File: config.mk
export PLATFORM = sky130hd
export DESIGN_NAME = fspd_cordic
export DESIGN_NICKNAME = d
export VERILOG_FILES = /design/src/rtl/core/fspd_pkg.sv /design/src/rtl/core/fspd_cordic.sv
export VERILOG_INCLUDE_DIRS = /design/src /design/src/rtl/core
export SDC_FILE = /design/constraint.sdc
export NUM_CORES = 2
export LEC_CHECK = 0
export ABC_AREA = 1
export BUFFER_PORTS_ARGS = -buffer_cell sky130_fd_sc_hd__buf_2
export CORE_ASPECT_RATIO = 0.8
export CORE_MARGIN = 2
export CORE_UTILIZATION = 45
export CTS_BUF_LIST = sky130_fd_sc_hd__clkbuf_16
export DETAILED_ROUTE_END_ITERATION = 7
export PLACE_DENSITY = 0.67
export RECOVER_POWER = 50
export SYNTH_ARGS = -nofsm -noshare
export SYNTH_HDL_FRONTEND = slang
export SYNTH_SLANG_ARGS = --single-unit
export TNS_END_PERCENT = 100
File: constraint.sdc
create_clock -name i_clk -period 4.24 [get_ports i_clk]
set_clock_uncertainty 0.15 [all_clocks]
set_input_delay 0.424 -clock i_clk [delete_from_list [all_inputs] [get_ports i_clk]]
set_output_delay 0.424 -clock i_clk [all_outputs]
set_load 0.01 [all_outputs]
File: src/rtl/core/assert_macros.svh
// assert_macros.svh: assertion shorthands shared by the RTL.
// Needs nothing; included by modules that carry assertions.
`ifndef ASSERT_MACROS_SVH
`define ASSERT_MACROS_SVH

// Property checked on every rising edge, off while reset is low.
`define ASSERT_AT(lbl, clk, rst_n, prop, msg) \
    lbl: assert property (@(posedge clk) disable iff (!rst_n) (prop)) else $error(msg);

// Condition that must never be true outside reset.
`define ASSERT_NEVER(lbl, clk, rst_n, expr, msg) \
    lbl: assert property (@(posedge clk) disable iff (!rst_n) !(expr)) else $error(msg);

`endif

File: src/rtl/core/fspd_pkg.sv
// fspd_pkg: types and constants of the four-step phase decoder.
// No dependencies; used by fspd_cordic, fspd_scale and the top level.
`timescale 1ns / 1ps
package fspd_pkg;

    localparam int C_GREY_W     = 8;
    localparam int C_PERIOD_W   = 8;
    localparam int C_XY_W       = 32;   // CORDIC vector, signed
    localparam int C_ZW         = 26;   // CORDIC angle accumulator, signed, 2^-16 deg
    localparam int C_ANGLE_W    = 25;   // wrapped angle, unsigned, 2^-16 deg
    localparam int C_PHASE_W    = 17;
    localparam int C_OFFSET_W   = 24;
    localparam int C_TERM_SHIFT = 20;
    localparam int C_ATAN_W     = 22;
    localparam int C_ATAN_LEN   = 24;

    localparam logic signed [C_ZW-1:0] C_DEG180_Q16 = 26'sd11796480;
    localparam logic signed [C_ZW-1:0] C_DEG360_Q16 = 26'sd23592960;

    localparam logic [C_PHASE_W-1:0] C_PHASE_WRAP = 17'd92160;
    localparam logic [C_ANGLE_W-1:0] C_PHASE_RND  = 25'd128;

    // floor(v/360) = floor(floor(v/8) * ceil(2^36/45) / 2^36) for v/8 < 2^30
    localparam int C_DIV_W      = 30;
    localparam int C_RECIP_W    = 31;
    localparam int C_RECIP_SHIFT = 36;
    localparam logic [C_RECIP_W-1:0] C_RECIP_45 = 31'd1527099484;
    localparam logic [32:0]           C_HALF_DEG_RND = 33'd180;
    localparam logic [C_OFFSET_W-1:0] C_HALF_PIXEL = 24'd32768;

    localparam logic [C_PERIOD_W-1:0] C_PERIOD_RESET = 8'd16;

    // atan(2^-i) in 2^-16 degree, rounded
    localparam logic [C_ATAN_W-1:0] C_ATAN_Q16 [C_ATAN_LEN] = '{
        22'd2949120, 22'd1740967, 22'd919879, 22'd466945,
        22'd234379,  22'd117304,  22'd58666,  22'd29335,
        22'd14668,   22'd7334,    22'd3667,   22'd1833,
        22'd917,     22'd458,     22'd229,    22'd115,
        22'd57,      22'd29,      22'd14,     22'd7,
        22'd4,       22'd2,       22'd1,      22'd0
    };

    typedef struct packed {
        logic [C_ANGLE_W-1:0] angle;
        logic                 last;
    } t_angle_item;

    typedef struct packed {
        logic [C_OFFSET_W-1:0] offset;
        logic [C_PHASE_W-1:0]  phase;
        logic                  last;
    } t_result_item;

endpackage

File: src/rtl/core/fspd_cordic.sv
// fspd_cordic: pre-rotation, pipelined CORDIC vectoring and angle wrap.
// Depends on fspd_pkg and assert_macros.svh. One stage per iteration.
`timescale 1ns / 1ps
`include "assert_macros.svh"
module fspd_cordic import fspd_pkg::*; #(
    parameter int STAGES = 16
) (
    input  logic                i_clk,
    input  logic                i_rst_n,
    input  logic                i_en,
    input  logic                i_valid,
    input  logic [C_GREY_W-1:0] i_g0,
    input  logic [C_GREY_W-1:0] i_g90,
    input  logic [C_GREY_W-1:0] i_g180,
    input  logic [C_GREY_W-1:0] i_g270,
    input  logic                i_last,
    output logic                o_valid,
    output t_angle_item         o_item
);

    logic signed [C_XY_W-1:0] r_x [STAGES+1];
    logic signed [C_XY_W-1:0] r_y [STAGES+1];
    logic signed [C_ZW-1:0]   r_z [STAGES+1];
    logic                     r_zero [STAGES+1];
    logic                     r_last [STAGES+1];
    logic                     r_vld  [STAGES+1];

    logic signed [C_XY_W-1:0] n_x [STAGES+1];
    logic signed [C_XY_W-1:0] n_y [STAGES+1];
    logic signed [C_ZW-1:0]   n_z [STAGES+1];
    logic                     n_zero [STAGES+1];
    logic                     n_last [STAGES+1];
    logic                     n_vld  [STAGES+1];

    logic signed [C_GREY_W:0]   w_s;
    logic signed [C_GREY_W:0]   w_c;
    logic signed [C_XY_W-1:0]   w_sx;
    logic signed [C_XY_W-1:0]   w_cx;
    logic signed [C_ZW-1:0]     w_zf;
    logic signed [C_ZW-1:0]     w_zw;

    t_angle_item n_item;
    t_angle_item r_item;
    logic        r_out_vld;

    // pre-rotation into the right half plane
    always_comb begin
        w_s  = $signed({1'b0, i_g0}) - $signed({1'b0, i_g180});
        w_c  = $signed({1'b0, i_g90}) - $signed({1'b0, i_g270});
        w_sx = {{(C_XY_W-C_GREY_W-1){w_s[C_GREY_W]}}, w_s};
        w_cx = {{(C_XY_W-C_GREY_W-1){w_c[C_GREY_W]}}, w_c};
        if (w_c[C_GREY_W]) begin
            n_x[0] = (-w_cx) <<< C_TERM_SHIFT;
            n_y[0] = (-w_sx) <<< C_TERM_SHIFT;
            n_z[0] = C_DEG180_Q16;
        end else begin
            n_x[0] = w_cx <<< C_TERM_SHIFT;
            n_y[0] = w_sx <<< C_TERM_SHIFT;
            n_z[0] = '0;
        end
        n_zero[0] = (w_s == '0) && (w_c == '0);
        n_last[0] = i_last;
        n_vld[0]  = i_valid;

        // micro-rotations, one per stage
        for (int i = 0; i < STAGES; i++) begin
            if (!r_y[i][C_XY_W-1]) begin
                n_x[i+1] = r_x[i] + (r_y[i] >>> i);
                n_y[i+1] = r_y[i] - (r_x[i] >>> i);
                n_z[i+1] = r_z[i] + $signed({{(C_ZW-C_ATAN_W){1'b0}}, C_ATAN_Q16[i]});
            end else begin
                n_x[i+1] = r_x[i] - (r_y[i] >>> i);
                n_y[i+1] = r_y[i] + (r_x[i] >>> i);
                n_z[i+1] = r_z[i] - $signed({{(C_ZW-C_ATAN_W){1'b0}}, C_ATAN_Q16[i]});
            end
            n_zero[i+1] = r_zero[i];
            n_last[i+1] = r_last[i];
            n_vld[i+1]  = r_vld[i];
        end
    end

    // wrap into [0, 360)
    always_comb begin
        w_zf = r_z[STAGES];
        if (r_zero[STAGES]) begin
            w_zw = '0;
        end else if (w_zf < 0) begin
            w_zw = w_zf + C_DEG360_Q16;
        end else if (w_zf >= C_DEG360_Q16) begin
            w_zw = w_zf - C_DEG360_Q16;
        end else begin
            w_zw = w_zf;
        end
        n_item.angle = w_zw[C_ANGLE_W-1:0];
        n_item.last  = r_last[STAGES];
    end

    always_ff @(posedge i_clk) begin
        if (!i_rst_n) begin
            for (int k = 0; k <= STAGES; k++) begin
                r_vld[k] <= 1'b0;
            end
            r_out_vld <= 1'b0;
        end else if (i_en) begin
            for (int k = 0; k <= STAGES; k++) begin
                r_vld[k] <= n_vld[k];
            end
            r_out_vld <= r_vld[STAGES];
        end
    end

    always_ff @(posedge i_clk) begin
        if (i_en) begin
            for (int k = 0; k <= STAGES; k++) begin
                r_x[k]    <= n_x[k];
                r_y[k]    <= n_y[k];
                r_z[k]    <= n_z[k];
                r_zero[k] <= n_zero[k];
                r_last[k] <= n_last[k];
            end
            r_item <= n_item;
        end
    end

    assign o_valid = r_out_vld;
    assign o_item  = r_item;

    `ASSERT_AT(a_angle_wrapped, i_clk, i_rst_n, o_valid |-> ({1'b0, o_item.angle} < C_DEG360_Q16), "CORDIC angle not wrapped below 360 degrees")

endmodule

==> impl_metrics.ini <==
[min_path]
hold_end = r_y[0][21]$_DFFE_PP_
holdPathStages = 4
hold_path.startpoint = i_g0[1]
hold_class = in -> reg

[clocking]
cts.sinks = 1177
cts_tree = yes
root_buffer = clkbuf_16
cts_buffers = 147
cts_buffer_depth = 4
clkLatencyLatePin_ps = 830
htreeDepth = 4
clkTransAtPathRegs_ps = 60

[routing]
met1Wirelength_mm = 166
wire_per_inst_um = 19.0
drt-total-wl_mm = 339
top_layer_used = met5
initialDrtViolationCount = 9531
wl_met2_mm = 136
drc = 0
wl_met3_mm = 30.6
dr_total_vias = 98700
drt-pass1-iter-count = 6
viasPerCell = 5.52
antenna_left = 0

[cells_and_area]
nNetsFinal = 15800
fin_area_um2 = 119000
multiInputGateArea_um2 = 67000
drive_above_1_share_pct = 3.44
area_growth_syn_to_layout_pct = 9.00
regArea_um2 = 35300
num-fill-cells = 24000

[critical_path]
worstReg2RegStart = r_y[0][191]$_DFFE_PP_
startpoint = r_y[0][191]$_DFFE_PP_
regToRegSetupSlack_ps = 120
reg2regPathDepth = 11
r2r_end = r_y[0][217]$_DFFE_PP_
crit_type = reg -> reg
start_kind = flip-flop
crit_path_end_kind = flip-flop
crit_path_max_fanout = 19
worstPathArrival_ps = 4620
required_ps = 4740

[logic_synthesis]
synth_adder_area_share_pct = 13.8
async_flop_share_pct = 0
syn_inst = 14300
ys_seq_elements = 1177
yosysUniqueCellTypes = 68
syn_avg_cell_area_um2 = 7.63
yosysSeqAreaShare_pct = 32.3
synth_mux_area_share_pct = 0
synth_compound_area_share_pct = 13.5
ys_warn_count = 0
ys.flop_type = edfxtp_1
synth-xor-area-share_pct = 10.4
synth_edf_count = 1176
yosys.area_share.simple_pct = 23.7
synth_top_family_by_area = simple AND/OR/NAND/NOR gates
syn_area_um2 = 109000

[floorplan]
die_h_um = 445
rows = 161
ioPinCount = 64
fp.dieW_um = 555
start_util_pct = 45.3
core_um2 = 241000
die_area_um2 = 247000

[sta]
tns_ps = 0
slew_headroom_pct = -21.2
maxSlewViolCount = 233
max_freq_ghz = 0.243
min_period_ps = 4120
finalHoldViolCount = 0
rsz0062_at_grt = false
fin_crit_sh_pct = 97.2
worstMarginPinSlew_ps = 1820
setup_viol = 0

[grt]
grt_max_degree = 110
antenna_found_initial = 5
grt-ovfl-total = 0
grt_pass1_wl_mm = 523
grt_use_total_pct = 26.6
grt_pass1_vias = 91000

[flow_run]
maxCapViolations = 5

[placement]
dp_hpwl_mm = 279
gp_congestion = 1.03
portBuffers = 62
placed_area_um2 = 114000

[run_status]
status = finished, violations left
violations = capacitance limit, slew limit
kinds of logic after synthesis:
group,Yosys count
XOR/XNOR,1293
AND/OR/NAND/NOR,6164
buffers and inverters,1832
AO/OA/AOI/OAI,2669
other,1
adder cells (fa/ha/maj),1183
flip-flops,1177
cells in the mapped netlist (4+ instances only):
cell / number / share of area [%]
a211oi_1: 21 / 0.14
a21boi_0: 40 / 0.27
a21boi_1: 13 / 0.089
a21o_1: 128 / 0.88
a21oi_1: 1296 / 5.9
a31oi_1: 54 / 0.31
and3_1: 5 / 0.029
buf_1: 11 / 0.038
buf_2: 18 / 0.082
clkbuf_1: 57 / 0.20
clkinv_1: 5 / 0.017
edfxtp_1: 1176 / 32
fa_1: 34 / 0.62
ha_1: 1149 / 13
inv_1: 1728 / 5.9
inv_2: 7 / 0.024
nand2_1: 3023 / 10
nand2_2: 13 / 0.074
nand2b_1: 6 / 0.034
nand3_1: 744 / 3.4
nand3_2: 4 / 0.037
nand3b_1: 38 / 0.26
nand4_1: 240 / 1.4
nor2_1: 1625 / 5.6
nor2_2: 11 / 0.063
nor3_1: 308 / 1.4
nor3_2: 22 / 0.20
nor3b_1: 10 / 0.069
nor4_1: 67 / 0.38
o2111ai_1: 16 / 0.13
o211a_1: 9 / 0.082
o211ai_1: 21 / 0.14
o21a_1: 38 / 0.26
o21ai_0: 786 / 3.6
o21ai_1: 57 / 0.26
o21ai_2: 19 / 0.15
o21bai_1: 114 / 0.78
o22ai_1: 8 / 0.046
o31ai_1: 31 / 0.21
or2_2: 35 / 0.20
xnor2_1: 319 / 2.6
xor2_1: 971 / 7.8
flip-flops by register name, indices dropped and copies added (netlist names):
signal / cells
o_item: 25
o_valid: 1
r_last: 17
r_vld: 17
r_x: 361
r_y: 370
r_z: 369
r_zero: 17
stage by stage:
step / setup WS [ps] / utilization [%] / hold slack [ps] / instances
after floorplan: 697 / - / 250 / 14300
after global placement: 272 / 47.4 / 251 / 17600
after detailed placement: 197 / 47.4 / 255 / 17600
after CTS: 184 / 49.5 / 7.74 / 17900
after global routing: 9.76 / 49.4 / 95.9 / 17900
final: 117 / 49.4 / 69.6 / 17900
layout make-up:
class / instances / share of cell area [%]
clock inverters: 107 / 0.931
clock buffers: 150 / 3.15
inverters: 1740 / 5.49
well taps: 3178 / 3.34
diodes: 2 / 0.00420
multi-input cells: 11300 / 56.3
flip-flops and latches: 1177 / 29.7
repair buffers: 203 / 1.12
layout by cell type, fill, tap and decap left out, types with 39 or more instances in the layout:
| cell | count |
|---|---|
| ha_1 | 1149 |
| o21bai_1 | 114 |
| nor3_1 | 309 |
| o21ai_0 | 786 |
| nor4_1 | 67 |
| inv_1 | 1747 |
| xnor2_1 | 319 |
| xor2_1 | 969 |
| nand2_1 | 3023 |
| nor2_1 | 1620 |
| nand3_1 | 744 |
| buf_4 | 87 |
| a31oi_1 | 54 |
| o21ai_1 | 56 |
| clkbuf_1 | 46 |
| edfxtp_1 | 1176 |
| nand4_1 | 240 |
| a21boi_0 | 39 |
| clkbuf_16 | 150 |
| a21oi_1 | 1296 |
| a21o_1 | 128 |
how the worst max path moves through the flow:
stage,endpoint,slack (ps),cells after the start
finish,r_y[0][217]$_DFFE_PP_,120,11
floorplan,r_y[0][408]$_DFFE_PP_,700,16
global placement,r_x[0][191]$_DFFE_PP_,270,18
global route,r_y[0][221]$_DFFE_PP_,10,14
CTS,r_y[0][280]$_DFFE_PP_,180,15
detailed placement,r_x[0][251]$_DFFE_PP_,200,18
critical path, cell delays in order (launching register included):
cell and delay (ps):
edfxtp_1 680, clkbuf_1 800, nor2_1 140, xor2_1 180, ha_1 500, nand3_1 120
nand3_1 320, a21oi_1 220, o21ai_1 370, nand3_1 130, nand2_1 100, xor2_1 210
repair_timing:
item,in CTS,in global routing
setup buffers,0,0
endpoints found under the hold margin,52,0
setup endpoints to repair,0,25
hold buffers,13,0
resized for setup,0,14
routing by layer:
layer | vias to the layer above | GRT usage [%]
li1 | 49200 | -
met1 | 45500 | 41.0
met2 | 3676 | 38.5
met3 | 367 | 4.83
met4 | 4 | 4.94
met5 | - | 0
Power is not shown: default switching activity piles up to over one toggle a cycle in this logic, so the estimate is an artifact.
