==> config.mk <==
export PLATFORM = sky130hd
export DESIGN_NAME = fspd_scale
export DESIGN_NICKNAME = d
export VERILOG_FILES = /design/src/rtl/core/assert_macros.svh /design/src/rtl/core/fspd_pkg.sv /design/src/rtl/core/fspd_scale.sv
export SDC_FILE = /design/constraint.sdc
export NUM_CORES = 1
export LEC_CHECK = 0
export ABC_AREA = 1
export BUFFER_PORTS_ARGS = -buffer_cell sky130_fd_sc_hd__buf_4
export CORE_AREA = 2 2 307 309
export CTS_CLUSTER_DIAMETER = 100
export CTS_CLUSTER_SIZE = 40
export DETAILED_ROUTE_END_ITERATION = 10
export DIE_AREA = 0 0 309 311
export PLACE_DENSITY = 0.47
export RECOVER_POWER = 25
export SLEW_MARGIN = 15
export SYNTH_ARGS = -nofsm -noshare
export SYNTH_HDL_FRONTEND = slang
export SYNTH_SLANG_ARGS = --single-unit
==> constraint.sdc <==
create_clock -name i_clk -period 7.8 [get_ports i_clk]
set_input_delay 0.78 -clock i_clk [delete_from_list [all_inputs] [get_ports i_clk]]
set_output_delay 0.78 -clock i_clk [all_outputs]
set_load 0.03 [all_outputs]
==> src/rtl/core/assert_macros.svh <==
// assert_macros.svh: assertion shorthands shared by the RTL.
// Needs nothing; included by modules that carry assertions.
`ifndef ASSERT_MACROS_SVH
`define ASSERT_MACROS_SVH

// Property checked on every rising edge, off while reset is low.
`define ASSERT_AT(lbl, clk, rst_n, prop, msg) \
    lbl: assert property (@(posedge clk) disable iff (!rst_n) (prop)) else $error(msg);

// Condition that must never be true outside reset.
`define ASSERT_NEVER(lbl, clk, rst_n, expr, msg) \
    lbl: assert property (@(posedge clk) disable iff (!rst_n) !(expr)) else $error(msg);

`endif

==> src/rtl/core/fspd_pkg.sv <==
// fspd_pkg: types and constants of the four-step phase decoder.
// No dependencies; used by fspd_cordic, fspd_scale and the top level.
`timescale 1ns / 1ps
package fspd_pkg;

    localparam int C_GREY_W     = 8;
    localparam int C_PERIOD_W   = 8;
    localparam int C_XY_W       = 32;   // CORDIC vector, signed
    localparam int C_ZW         = 26;   // CORDIC angle accumulator, signed, 2^-16 deg
    localparam int C_ANGLE_W    = 25;   // wrapped angle, unsigned, 2^-16 deg
    localparam int C_PHASE_W    = 17;
    localparam int C_OFFSET_W   = 24;
    localparam int C_TERM_SHIFT = 20;
    localparam int C_ATAN_W     = 22;
    localparam int C_ATAN_LEN   = 24;

    localparam logic signed [C_ZW-1:0] C_DEG180_Q16 = 26'sd11796480;
    localparam logic signed [C_ZW-1:0] C_DEG360_Q16 = 26'sd23592960;

    localparam logic [C_PHASE_W-1:0] C_PHASE_WRAP = 17'd92160;
    localparam logic [C_ANGLE_W-1:0] C_PHASE_RND  = 25'd128;

    // floor(v/360) = floor(floor(v/8) * ceil(2^36/45) / 2^36) for v/8 < 2^30
    localparam int C_DIV_W      = 30;
    localparam int C_RECIP_W    = 31;
    localparam int C_RECIP_SHIFT = 36;
    localparam logic [C_RECIP_W-1:0] C_RECIP_45 = 31'd1527099484;
    localparam logic [32:0]           C_HALF_DEG_RND = 33'd180;
    localparam logic [C_OFFSET_W-1:0] C_HALF_PIXEL = 24'd32768;

    localparam logic [C_PERIOD_W-1:0] C_PERIOD_RESET = 8'd16;

    // atan(2^-i) in 2^-16 degree, rounded
    localparam logic [C_ATAN_W-1:0] C_ATAN_Q16 [C_ATAN_LEN] = '{
        22'd2949120, 22'd1740967, 22'd919879, 22'd466945,
        22'd234379,  22'd117304,  22'd58666,  22'd29335,
        22'd14668,   22'd7334,    22'd3667,   22'd1833,
        22'd917,     22'd458,     22'd229,    22'd115,
        22'd57,      22'd29,      22'd14,     22'd7,
        22'd4,       22'd2,       22'd1,      22'd0
    };

    typedef struct packed {
        logic [C_ANGLE_W-1:0] angle;
        logic                 last;
    } t_angle_item;

    typedef struct packed {
        logic [C_OFFSET_W-1:0] offset;
        logic [C_PHASE_W-1:0]  phase;
        logic                  last;
    } t_result_item;

endpackage

==> src/rtl/core/fspd_scale.sv <==
// fspd_scale: phase rounding and angle-to-pixel-offset scaling, four stages.
// Depends on fspd_pkg. Division by 360 is a shift and a reciprocal multiply.
`timescale 1ns / 1ps
module fspd_scale import fspd_pkg::*; (
    input  logic                  i_clk,
    input  logic                  i_rst_n,
    input  logic                  i_en,
    input  logic [C_PERIOD_W-1:0] i_period,
    input  logic                  i_valid,
    input  t_angle_item           i_item,
    output logic                  o_valid,
    output t_result_item          o_item
);

    localparam int C_PROD_W = C_ANGLE_W + C_PERIOD_W;
    localparam int C_MUL_W  = C_DIV_W + C_RECIP_W;

    logic [3:0] r_vld;

    logic [C_PROD_W-1:0]   r1_prod;
    logic [C_PHASE_W-1:0]  r1_phase;
    logic                  r1_last;
    logic [C_DIV_W-1:0]    r2_a;
    logic [C_PHASE_W-1:0]  r2_phase;
    logic                  r2_last;
    logic [C_OFFSET_W-1:0] r3_q;
    logic [C_PHASE_W-1:0]  r3_phase;
    logic                  r3_last;
    t_result_item          r4_item;

    logic [C_ANGLE_W-1:0]  w_rnd;
    logic [C_PHASE_W-1:0]  n1_phase;
    logic [C_PROD_W-1:0]   w_sum;
    logic [C_MUL_W-1:0]    w_mul;
    logic [C_OFFSET_W-1:0] w_offs;
    logic [C_OFFSET_W-1:0] w_lim;
    t_result_item          n4_item;

    always_comb begin
        w_rnd    = i_item.angle + C_PHASE_RND;
        n1_phase = w_rnd[C_ANGLE_W-1:C_ANGLE_W-C_PHASE_W];
        if (n1_phase >= C_PHASE_WRAP) begin
            n1_phase = '0;
        end
        w_sum  = r1_prod + C_HALF_DEG_RND;
        w_mul  = {{C_RECIP_W{1'b0}}, r2_a} * {{C_DIV_W{1'b0}}, C_RECIP_45};
        w_offs = r3_q + C_HALF_PIXEL;
        w_lim  = {i_period, 16'h0000};
        if (w_offs > w_lim) begin
            w_offs = w_offs - w_lim;
        end
        n4_item.offset = w_offs;
        n4_item.phase  = r3_phase;
        n4_item.last   = r3_last;
    end

    always_ff @(posedge i_clk) begin
        if (!i_rst_n) begin
            r_vld <= '0;
        end else if (i_en) begin
            r_vld <= {r_vld[2:0], i_valid};
        end
    end

    always_ff @(posedge i_clk) begin
        if (i_en) begin
            r1_prod  <= {{C_PERIOD_W{1'b0}}, i_item.angle} * {{C_ANGLE_W{1'b0}}, i_period};
            r1_phase <= n1_phase;
            r1_last  <= i_item.last;
            r2_a     <= w_sum[C_PROD_W-1:3];
            r2_phase <= r1_phase;
            r2_last  <= r1_last;
            r3_q     <= w_mul[C_RECIP_SHIFT +: C_OFFSET_W];
            r3_phase <= r2_phase;
            r3_last  <= r2_last;
            r4_item  <= n4_item;
        end
    end

    assign o_valid = r_vld[3];
    assign o_item  = r4_item;

endmodule

==> results.md, run 1 <==
Worst hold path:
- In this run the worst hold path is classified as flip-flop to flip-flop.

Place:
- The final weighted congestion of routability-driven global placement is about 0.92.
- During placement, the flow inserted port buffers numbering 80.
- The post-DP HPWL is between 70 and 80 mm.

Timing:
- The total of endpoints with negative setup slack in the final report is 0.
- Setup repair after global routing left no endpoint under its margin.
- The count of final hold-check violations is 0.
- In the final timing run, aggregate negative setup slack is 0 ns.
- The worst clock skew on the final layout is approximately 0.015 ns.
- The final critical delay including setup and external delays is a little under 7 ns.
- At the pin with the least slew margin, the transition time is approximately 2.8 ns.
- Based on the critical path, the design can be clocked at up to about 150 MHz.
- The number of pins exceeding their max-slew limit in the final report is 52.
- The relative slew slack is -0.848.
- Dividing the final minimum period by the clock period gives 0.882.

Clock network:
- After clock tree synthesis, the clock-pin slew on the worst setup and hold paths is around 0.090 ns.
- The root cell of the clock tree is clkbuf_16.
- Buffers added to address setup during post-CTS repair amount to 0.
- The clock passes through at most 2 buffers.
- The H-tree generated during clock tree synthesis spans 4 levels.
- The clock reaches the later pin of the worst-skew pair after around 0.5 ns.
- TritonCTS created 17 clock buffers.
- The sink count of the clock tree is between 150 and 200.
- The post-cts gate resize count is 0.
- The count of hold buffers inserted by post-cts repair is 0.
- TritonCTS built the clock tree.

Global routing:
- The number of global-route vias before repair is about 23000.
- The first global-routing pass estimated between 100 and 150 mm of wire.
- The sum of overflow across all layers after global routing is 0.
- Entering global routing, the biggest net connects 73 pins.
- The initial antenna violation count is 3.
- The global routing usage summed across all routing layers is 0.180.

Synthesis:
- The average cell area after synthesis is around 8.4 um2.
- Synthesis produced 3526 cells.
- The number of unique standard cell types used by synthesis is 37.
- The post-synthesis cell area is 29600 um2.
- During synthesis, Yosys emitted a total of 0 warnings.
- Counting flops and latches in the post-synthesis netlist gives 185.
- Counting every net in the synthesized netlist gives 4384.
- The sequential element share of the synthesized area is 0.187.

Routing:
- For this run, design rule violations remaining after detail routing come to 0.
- Wires add up to approximately 83 mm.
- The number of DRC violations after detailed-routing iteration 0 is 1170.
- The iteration count of the initial detailed-routing pass is 7.
- The number of vias in the routed layout is about 21000.
- The number of nets with antenna violations after detailed routing is 0.
- The mean routed wirelength per cell is 17.1 um.
- The number of vias per cell after detailed routing is about 4.4.

Setup path:
- The type of element launching the critical path is a flip-flop.
- STA puts the critical path data required time at ~8.1 ns.
- Of all nets on the critical path, the largest fanout is 5.
- The sort of element at the end of the critical path is a flip-flop.
- The worst endpoint data arrival time is between 7 and 8 ns.
- The worst setup path is of the flip-flop to flip-flop kind.

Cells and area:
- Fill cells in the final layout number ~10000.
- Of the cells placed in the final design, the portion with a size suffix greater than 1 is 0.0345.
- The total inserted antenna cells is 0.
- The post-layout net count is about 4400.
- The synthesis-to-layout area growth is 8.68%.

Floorplan:
- The number of core rows is between 100 and 150.
- Measured along the y axis, the die boundary spans ~310 um.
- The floorplan core area is between 90000 and 100000 um2.
- The x dimension of the die is around 310 um.
- The starting density of the core is 0.319.
- The die covers a little under 100000 um2.
- Pin placement for this block handled 81 I/O pins.

Run:
- Max-cap violations in this run came to 1.

Outcome:
- The run finished, with violations left.
- The final reports fail on max-capacitance violations, max-slew violations.
synthesized netlist by cell type:
cell type	instances	area, um2
inv_1	1027	3850
nor3_4	1	16.3
xor2_2	1	16.3
nand2_1	842	3160
nor3_2	1	10.0
nand4_1	36	225
ha_1	386	4830
nand2_4	1	11.3
edfxtp_1	181	5440
and2_1	6	37.5
fa_1	434	8690
o21a_1	1	7.51
nor4_1	6	37.5
a21boi_0	6	45.0
buf_6	3	33.8
nor2_2	1	6.26
nor3_1	31	155
o21bai_1	5	37.5
or2_2	2	12.5
dfxtp_1	4	80.1
nand3_2	2	20.0
xor2_1	50	438
and3_1	5	31.3
xnor2_1	33	289
nand3_1	89	445
buf_4	5	37.5
a21o_1	6	45.0
nand3b_1	5	37.5
nor2_1	187	702
clkbuf_2	1	5.00
nor3b_1	1	7.51
buf_2	4	20.0
a21oi_1	87	435
nand2_2	2	12.5
clkbuf_1	37	139
o211ai_1	1	7.51
o21ai_0	36	180
kinds of logic (layout without fill, tap and decap cells):
logic type / count (synthesis) / in the layout / synth area share
AO/OA/AOI/OAI: 142 / 142 / 0.0257
XOR/XNOR: 84 / 84 / 0.0251
adder cells (fa/ha/maj): 820 / 820 / 0.457
buffers and inverters: 1077 / 1141 / 0.138
flip-flops: 185 / 185 / 0.187
AND/OR/NAND/NOR: 1218 / 1218 / 0.167
state kept, by name, summed over array words and instances (netlist names):
signal    count
r2_a         30
r1_prod      31
r1_last       1
r1_phase     17
o_item       42
r2_last       1
r_vld         4
r3_last       1
r3_phase     17
r3_q         24
r2_phase     17
cell usage in the layout (no fill, tap or decap), types with 33 or more instances in the layout:
| cell type | netlist | final |
|---|---|---|
| a21oi_1 | 87 | 87 |
| o21ai_0 | 36 | 36 |
| inv_1 | 1027 | 1027 |
| ha_1 | 386 | 386 |
| nand2_1 | 842 | 842 |
| xnor2_1 | 33 | 33 |
| edfxtp_1 | 181 | 181 |
| nand3_1 | 89 | 89 |
| buf_4 | 5 | 80 |
| nor2_1 | 187 | 187 |
| fa_1 | 434 | 434 |
| nand4_1 | 36 | 36 |
| xor2_1 | 50 | 50 |
worst max-delay path, cell delays in order (launching register included):
cell and delay [ns]:
edfxtp_1 0.59, ha_1 0.48, xor2_1 0.33, ha_1 0.30, fa_1 0.53, inv_1 0.07
fa_1 0.48, inv_1 0.05, fa_1 0.50, fa_1 0.43, fa_1 0.51, inv_1 0.06
fa_1 0.47, inv_1 0.05, ha_1 0.32, nand2_1 0.10, nor2_1 0.13, inv_1 0.09
nor3_1 0.54, nand2_1 0.19, nor2_1 0.13, nand2_1 0.08, nand4_1 0.09, nand2_1 0.09
routing by layer:
| layer | vias to the layer above | GRT usage | share of wire |
|---|---|---|---|
| met1 | 10374 | 0.234 | 0.45 |
| met5 | - | 0 | 0.00043 |
| met2 | 301 | 0.314 | 0.49 |
| li1 | 10594 | - | - |
| met3 | 88 | 0.0225 | 0.030 |
| met4 | 6 | 0.0499 | 0.026 |
per-stage QoR:
step,std cells,setup slack [ns],hold WS [ns],util,area (um2)
2_1_floorplan,3526,1.96,0.400,-,29600
3_3_place_gp,4812,0.990,0.402,0.340,31500
4_1_cts,4844,1.00,0.416,0.346,32100
5_1_grt,4844,0.646,0.426,0.346,32100
3_5_place_dp,4812,1.03,0.405,0.340,31500
6_report,4844,0.918,0.417,0.346,32100
worst paths after layout:
| path | end | cells past startpoint | slack, ns | from |
|---|---|---|---|---|
| worst min-delay path | r3_phase[1] | 0 | 0.42 | r2_phase[1] |
| worst max register to register | r3_q[13] | 23 | 0.92 | r2_a[3] |
| worst min register to register | r3_phase[1] | 0 | 0.42 | r2_phase[1] |
| worst max-delay path | r3_q[13] | 23 | 0.92 | r2_a[3] |
cell type report:
| class | instances | area, um2 | area share |
|---|---|---|---|
| Multi-Input combinational cell | 2264 | 19900 | 0.621 |
| Sequential cell | 185 | 5520 | 0.172 |
| Inverter | 1027 | 3850 | 0.120 |
| Tap cell | 1254 | 1570 | 0.0489 |
| Timing Repair Buffer | 82 | 612 | 0.0191 |
| Clock buffer | 17 | 425 | 0.0132 |
| Clock inverter | 15 | 193 | 0.00600 |
Power of run 1 is left out: the tool's default activity adds up to more than one toggle a clock period on the data nets, which glitch-free logic cannot reach.
==> run 2, diff against run 1 <==
--- a/config.mk
+++ b/config.mk
@@ -7,13 +7,14 @@
 export LEC_CHECK = 0
 export ABC_AREA = 1
 export BUFFER_PORTS_ARGS = -buffer_cell sky130_fd_sc_hd__buf_4
+export CAP_MARGIN = 30
 export CORE_AREA = 2 2 307 309
 export CTS_CLUSTER_DIAMETER = 100
 export CTS_CLUSTER_SIZE = 40
 export DETAILED_ROUTE_END_ITERATION = 10
 export DIE_AREA = 0 0 309 311
 export PLACE_DENSITY = 0.47
-export RECOVER_POWER = 25
+export RECOVER_POWER = 100
 export SLEW_MARGIN = 15
 export SYNTH_ARGS = -nofsm -noshare
 export SYNTH_HDL_FRONTEND = slang
==> run 2 against run 1 <==
Compared with the run above:
- the flow still finishes with violations (max-capacitance violations, max-slew violations)
- via count is 0.33% higher
- largest cell class unchanged
- highest routed layer unchanged
- critical path depth stayed put
- cell area is 0.62% lower
- global-route usage stayed put
==> results.md, run 2 (synthesis gave the netlist of run 1 again) <==
Routing:
- The number of vias per cell after detailed routing is 4.42 (was 4.41).
- The number of nets with antenna violations after detailed routing is 0 (unchanged).
- The detailed-route DRC error count is 0 (unchanged).
- The aggregate routed wire length came to 83.0 mm (about the same).
- The iteration count of the initial detailed-routing pass is 7 (unchanged).
- The number of vias in the routed layout is 21434 (was 21363).
- The number of DRC violations after detailed-routing iteration 0 was 1154 (was 1170).
- The mean routed wirelength per cell came to 17.1 um (about the same).

Floorplan:
- The area of the die is 96100 um2 (unchanged).
- The die span in y is 311 um (unchanged).
- The x dimension of the die is 309 um (unchanged).
- The starting density of the core came to 0.319 (unchanged).
- The floorplan core area is 92800 um2 (unchanged).
- The top-level I/O count came to 81 (unchanged).
- The number of core rows is 112 (unchanged).

Setup path:
- The master of the slowest instance on the critical path is edfxtp_1 (unchanged).
- The largest driver fanout on the critical path is 5 (unchanged).
- Cell-by-cell listing of the critical path: ha_1 -> xor2_1 -> ha_1 -> fa_1 -> inv_1 -> fa_1 -> inv_1 -> fa_1 -> fa_1 -> fa_1 -> inv_1 -> fa_1 -> inv_1 -> ha_1 -> nand2_1 -> nor2_1 -> inv_1 -> nor3_1 -> nand2_1 -> nor2_1 -> nand2_1 -> nand4_1 -> nand2_1 (unchanged).
- The critical path required time is 8.04 ns (was 8.05 ns).
- The most frequent cell on the critical path is fa_1 (unchanged).
- The reg2reg setup slack came to 0.95 ns (was 0.92 ns).
- The delay of the slowest critical-path stage came to 0.57 ns (was 0.59 ns).
- The number of cells on the worst reg-to-reg path came to 23 (unchanged).
- The start of the worst register-to-register path is r2_a[3] (unchanged).
- The type of element launching the critical path is a flip-flop (unchanged).
- The capturing instance or port of the critical path is r3_q[13] (unchanged).
- The worst endpoint data arrival time is 7.09 ns (was 7.13 ns).
- The launching instance or port of the critical path is r2_a[3] (unchanged).
- The worst reg2reg path endpoint is r3_q[13] (unchanged).
- The kind of critical path is flip-flop to flip-flop (unchanged).
- The sort of element at the end of the critical path is a flip-flop (unchanged).

Timing:
- The pin slew with the least headroom to its limit is 3.66 ns (was 2.77 ns).
- The maximum clock rate is 146 MHz (was 145 MHz).
- The final critical delay including setup and external delays was 6.85 ns (was 6.88 ns).
- The total of endpoints with negative setup slack in the final report came to 0 (unchanged).
- The worst clock skew on the final layout is 0.0164 ns (was 0.0152 ns).
- The number of pins exceeding their max-slew limit in the final report is 191 (was 52).
- The relative slew slack is -1.44 (was -0.848).
- The final-layout setup total negative slack is 0 ns (unchanged).
- The count of final hold-check violations is 0 (unchanged).
- The final critical-path share of the clock period is 0.878 (was 0.882).
- RSZ-0062 raised after global routing: false (unchanged).

Cells and area:
- The most common library cell in the layout ignoring fill and taps is inv_1 (unchanged).
- The post-layout net count is 4435 (unchanged).
- The total inserted antenna cells is 0 (unchanged).
- The number of flip-flops under the largest register name is 42 (unchanged).
- The fraction of layout instances using a drive strength above 1 came to 0.0206 (was 0.0345).
- The synthesis-to-layout area growth is 8.01% (was 8.68%).
- Highest-count cells in the layout ignoring fill and taps: 1027 x inv_1, 842 x nand2_1, 434 x fa_1 (unchanged).

Clock network:
- The source-to-sink clock delay at the later pin of the worst-skew pair is 0.50 ns (about the same).
- The count of hold buffers inserted by post-cts repair is 0 (unchanged).
- The root cell of the clock tree was clkbuf_16 (unchanged).
- The number of buffers added for setup after CTS is 0 (unchanged).
- The sink count of the clock tree is 185 (unchanged).
- The post-cts gate resize count is 0 (unchanged).
- The number of H-tree levels is 4 (unchanged).
- The clock tree buffer depth came to 2 (unchanged).
- The total CTS buffers is 17 (unchanged).
- The register clock-pin slew on the reported worst setup and hold paths is 0.09 ns (about the same).
- The clock tree from TritonCTS is done (unchanged).

Global routing:
- The initial antenna violation count is 3 (unchanged).
- The sum of overflow across all layers after global routing came to 0 (unchanged).
- The pin count of the biggest net entering global routing is 73 (unchanged).
- The wire length of the first global-routing pass is 131 mm (unchanged).
- The number of global-route vias before repair is 22654 (unchanged).
- The global routing usage summed across all routing layers is 0.180 (unchanged).

Run:
- The number of max-cap violations is 3 (was 1).

Worst hold path:
- The classification of the worst-slack hold path is flip-flop to flip-flop (unchanged).

Outcome:
- Violations in the final reports: max-capacitance violations, max-slew violations (unchanged).
- Outcome: finished with violations (unchanged).

Place:
- The count of buffers inserted at the top-level ports is 80 (unchanged).
- The post-DP HPWL came to 72.0 mm (unchanged).
- The final weighted congestion of routability-driven global placement is 0.919 (unchanged).
## run 2: worst min-delay path by stage
stage	from	endpoint	slack, ns	cells past startpoint
after floorplan	r3_last	o_item[0]	0.40	0
final	r2_phase[9]	r3_phase[9]	0.42	0
after detailed placement	r3_phase[14]	o_item[15]	0.40	0
after global routing	r3_phase[13]	o_item[14]	0.43	0
after CTS	r2_phase[9]	r3_phase[9]	0.42	0
after global placement	r2_phase[14]	r3_phase[14]	0.40	0
## run 2: worst max-delay path, delay by kind of cell (launching register included)
family                     cells  cell delay, ns
buffers and inverters          5            0.32
DFF                            1            0.57
adders and majority gates      9            4.03
xor gates and xnor gates       1            0.33
and+or+nand+nor                8            1.34
## run 2: layer usage
metal	up-vias	track usage	share of wire	wire length, um
met2	290	0.314	0.49	40900
met5	-	0	0.00043	36
met3	88	0.0225	0.029	2400
met1	10450	0.234	0.45	37500
met4	6	0.0499	0.026	2140
li1	10600	-	-	-
## run 2: final cells by class
type	count	area, um2
Tap cell	1254	1570
Clock buffer	17	425
Fill cell	9946	60800
Inverter	1027	3850
Multi-Input combinational cell	2264	19900
Timing Repair Buffer	82	435
Sequential cell	185	5520
Clock inverter	15	193
## run 2: per-stage QoR
stage | hold WS (ns) | utilization | std cells | cell area, um2 | setup WS [ns]
floorplan | 0.400 | - | 3526 | 29600 | 1.96
global placement | 0.402 | 0.340 | 4812 | 31500 | 0.990
detailed placement | 0.405 | 0.340 | 4812 | 31500 | 1.03
CTS | 0.416 | 0.346 | 4844 | 32100 | 1.00
global route | 0.426 | 0.344 | 4844 | 31900 | 0.646
finish | 0.418 | 0.344 | 4844 | 31900 | 0.950
Power of run 2 is left out for the same reason.
